<file path="src/hdl/rcpa_pkg.sv">
package rcpa_pkg;

  // Fixed field widths of the command and result channels.
  localparam int PAGE_W   = 16;
  localparam int CMD_W    = 3;
  localparam int CNT_W    = 8;
  localparam int STATUS_W = 3;
  localparam int FREE_W   = 17;
  localparam int LIMIT_W  = 17;
  localparam int CFG_IDX_W  = 1;
  localparam int CFG_DATA_W = 17;

  // Command codes.
  localparam logic [CMD_W-1:0] CMD_ALLOC = 3'd0;
  localparam logic [CMD_W-1:0] CMD_FREE  = 3'd1;
  localparam logic [CMD_W-1:0] CMD_INC   = 3'd2;
  localparam logic [CMD_W-1:0] CMD_DEC   = 3'd3;
  localparam logic [CMD_W-1:0] CMD_READ  = 3'd4;

  // Result status codes.
  localparam logic [STATUS_W-1:0] ST_OK        = 3'd0;
  localparam logic [STATUS_W-1:0] ST_NO_MEM    = 3'd1;
  localparam logic [STATUS_W-1:0] ST_BAD_PAGE  = 3'd2;
  localparam logic [STATUS_W-1:0] ST_CORRUPT   = 3'd3;
  localparam logic [STATUS_W-1:0] ST_UNDERFLOW = 3'd4;
  localparam logic [STATUS_W-1:0] ST_SATURATED = 3'd5;

  // Configuration register indexes.
  localparam logic [CFG_IDX_W-1:0] CFG_FIRST_PAGE = 1'd0;
  localparam logic [CFG_IDX_W-1:0] CFG_PAGE_LIMIT = 1'd1;

  localparam logic [LIMIT_W-1:0] PAGE_LIMIT_RESET = 17'd65536;
  localparam logic [FREE_W-1:0]  COUNTER_MAX      = 17'h1FFFF;
  localparam logic [CNT_W-1:0]   CNT_OUT_MAX      = 8'hFF;

  // Conditions on a reference count, seen by the command sequencer.
  typedef struct packed {
    logic is_zero;
    logic is_max;
    logic above_one;
  } rcpa_cnt_flags_t;

endpackage

</file>
<file path="src/hdl/rcpa_count_alu.sv">
module rcpa_count_alu import rcpa_pkg::*; #(
  parameter int REF_BITS = 8
) (
  input  logic [REF_BITS-1:0] count_in,
  input  logic                dec,
  output logic [REF_BITS-1:0] count_out,
  output rcpa_cnt_flags_t     flags
);

  // One incrementer serves both directions: adding all ones subtracts one.
  assign count_out = count_in + (dec ? {REF_BITS{1'b1}} : REF_BITS'(1));

  // Limits that decide saturation, underflow and the push on free.
  assign flags.is_zero   = (count_in == '0);
  assign flags.is_max    = &count_in;
  assign flags.above_one = (count_in[REF_BITS-1:1] != '0);

endmodule

</file>
<file path="config.mk">
export PLATFORM = sky130hd
export DESIGN_NAME = rcpa_count_alu
export DESIGN_NICKNAME = d
export VERILOG_FILES = /design/src/hdl/rcpa_pkg.sv /design/src/hdl/rcpa_count_alu.sv
export SDC_FILE = /design/constraint.sdc
export NUM_CORES = 1
export LEC_CHECK = 0
export BUFFER_PORTS_ARGS = -buffer_cell sky130_fd_sc_hd__buf_2
export CORE_AREA = 2 2 39 41
export DETAILED_ROUTE_END_ITERATION = 10
export DIE_AREA = 0 0 41 43
export PLACE_DENSITY = 0.62
export SYNTH_ARGS = -nofsm -noshare
export SYNTH_HDL_FRONTEND = slang
export SYNTH_SLANG_ARGS = --single-unit
</file>
<file path="constraint.sdc">
create_clock -name vclk -period 0.85
set_input_delay 0 -clock vclk [all_inputs]
set_output_delay 0 -clock vclk [all_outputs]
set_load 0.01 [all_outputs]
</file>
==> run metrics <==
antenna diode count=0; die width=41 um; Req. time, crit path=roughly 850 ps; top cells by count, synth=ha_1, a21oi_1, inv_1; Wirelength per Cell=between 10 and 15 um; Tot GR Track Use=0.1605; Vias/cell=4.961; Final setup viols=6; layout cells sized above 1=0.6628; HPWL after detailed placement=1028 um; Synth Area in XOR/XNOR=0.09894; Critical-path top delay cell=o311ai_1; Area after DPL=between 600 and 700 um2; setup TNS=-1307 ps; clock buf count=0; Worst setup SP type=input pin; post-synthesis cell count=48; pins over their slew limit=0; fillcell total=124; core area=approximately 1400 um2; final instance area=~810 um2; main combinational cell family by area after synthesis=compound AO/OA/AOI/OAI gates; Critical Path Max Stage Delay=280 ps; simple-gate share of the synthesized area=0.2297; remaining antenna violation count=0; chip height=43 um; Synth Area in Adders=0.2686; vias in the first global route=522; top cell type by total area after synthesis=ha_1; vias=roughly 510; antenna violations before repair=0; Max FO, Critical Path=3; outcome=finished, violations left; failing checks=setup timing; num ports=20; RSZ-0062 raised after global routing=true; Avg Inst Size Synth=around 7.4 um2; cell area after synthesis=~350 um2; Area contributors post-synth=ha_1, a21oi_1, o211ai_1, fa_1, inv_1; Leak=approximately 0.36 nW; Min-Delay Path Class=in -> out; total chip power=0.5965 mW; crit path kind=in -> out; slew margin rel.=0.7932; Period Utilization, post-route=1.373; top-count cell post-synth=ha_1; Die ar.=1763 um2; Detailed Route WL=1251 um; crit-path cells=buf_8 > ha_4 > nor2b_4 > buf_4 > o311ai_1 > o311ai_2 > buf_2; post-route minimum period=1167 ps; PortBufs=20; total gr overflow=0; compound-gate portion of the synthesized area=0.3498; sequential area share after synthesis=0; hold_buf cts=0; synthesis-to-finish area growth=128.3%; PwrDens=between 700 and 800 nW/um2; GPL Wtd Cong=0.7027; yosys warns=0; worst path arrival time=1170 ps; area share of the largest cell type after synthesis=0.2120; Worst Tran Pin Value=305.3 ps; PnR worst setup slack=-316.7 ps; Peak VDD IR=302.0 uV; num rows=14; DR iter-0 viols=3; largest net degree at the start of global routing=8; Max Clk Rate=0.8571 GHz; Max Cap Viol=0; final core occ=0.5841; Post-Syn Nets=64; DRC=0; drt first pass iters=2; pre-CTS setup slack=-412.6 ps; nature of the critical path endpoint=output port; seq_cells=0; FF+latch area=0 um2; Layout Nets=roughly 100; first-pass GRT wire length=2056 um; final hold violation count=0; post-synthesis mux area share=0; Initial Util=0.2559; count of cell types in the netlist=25
metrics by stage:
step                instances  hold WS, ps
floorplan                  48        32.51
global placement          100        261.0
CTS                       100        233.7
detailed placement        100        269.2
global route              102        242.4
finish                    102        233.1
power breakdown:
| part | switching [mW] | total, mW | leakage [nW] | internal [mW] |
|---|---|---|---|---|
| Combinational | 0.268 | 0.597 | 0.355 | 0.328 |
| Sequential | 0 | 0 | 0 | 0 |
| Clock | 0 | 0 | 0 | 0 |
layer usage:
layer	vias to the layer above	track usage	wire (um)
met5	-	0	0
met4	0	0	0
met3	0	0	22
met2	8	0.3281	720
met1	236	0.1763	509
li1	262	-	-
area by class of cell:
cell class	count	area, um2	area share
Multi-Input combinational cell	43	459.2	0.5681
Timing Repair Buffer	38	307.8	0.3808
Inverter	5	21.27	0.02632
Tap cell	16	20.02	0.02477
worst max-delay path, delay by kind of cell:
family / cells / cell delay, ps
simple gates: 1 / 130
compound gates: 2 / 420
fa+ha+maj: 1 / 240
buf+inv: 3 / 380
timing repair:
item,in CTS,in global routing
resized for setup,19,8
pin swaps,14,6
buffers inserted,0,2
endpoints found under the setup margin,8,8
cell usage in the layout, fill, tap and decap left out, drive strengths merged:
| cell | count |
|---|---|
| nor3 | 2 |
| nand4 | 2 |
| o31a | 1 |
| a21o | 1 |
| nand2b | 1 |
| o211ai | 3 |
| fa | 1 |
| nor2 | 3 |
| a21oi | 5 |
| o21a | 1 |
| nor4 | 1 |
| nand2 | 2 |
| o21ai | 2 |
| nor3b | 1 |
| inv | 5 |
| nor2b | 2 |
| xor2 | 2 |
| ha | 6 |
| xnor2 | 2 |
| o2bb2ai | 1 |
| o311ai | 2 |
| buf | 38 |
| a221oi | 1 |
| a211oi | 1 |
cells by family after synthesis:
group | count (synthesis)
xor+xnor | 4
simple gates | 14
buf+inv | 5
compound gates | 18
fa+ha+maj | 7
path summary, 6_finish.rpt:
kind / cells past startpoint / endpoint / slack (ps) / start
min: 3 / count_out[0] / 230 / count_in[0]
max: 7 / count_out[6] / -320 / count_in[2]
Note: power is estimated with default switching activity, not from simulation.
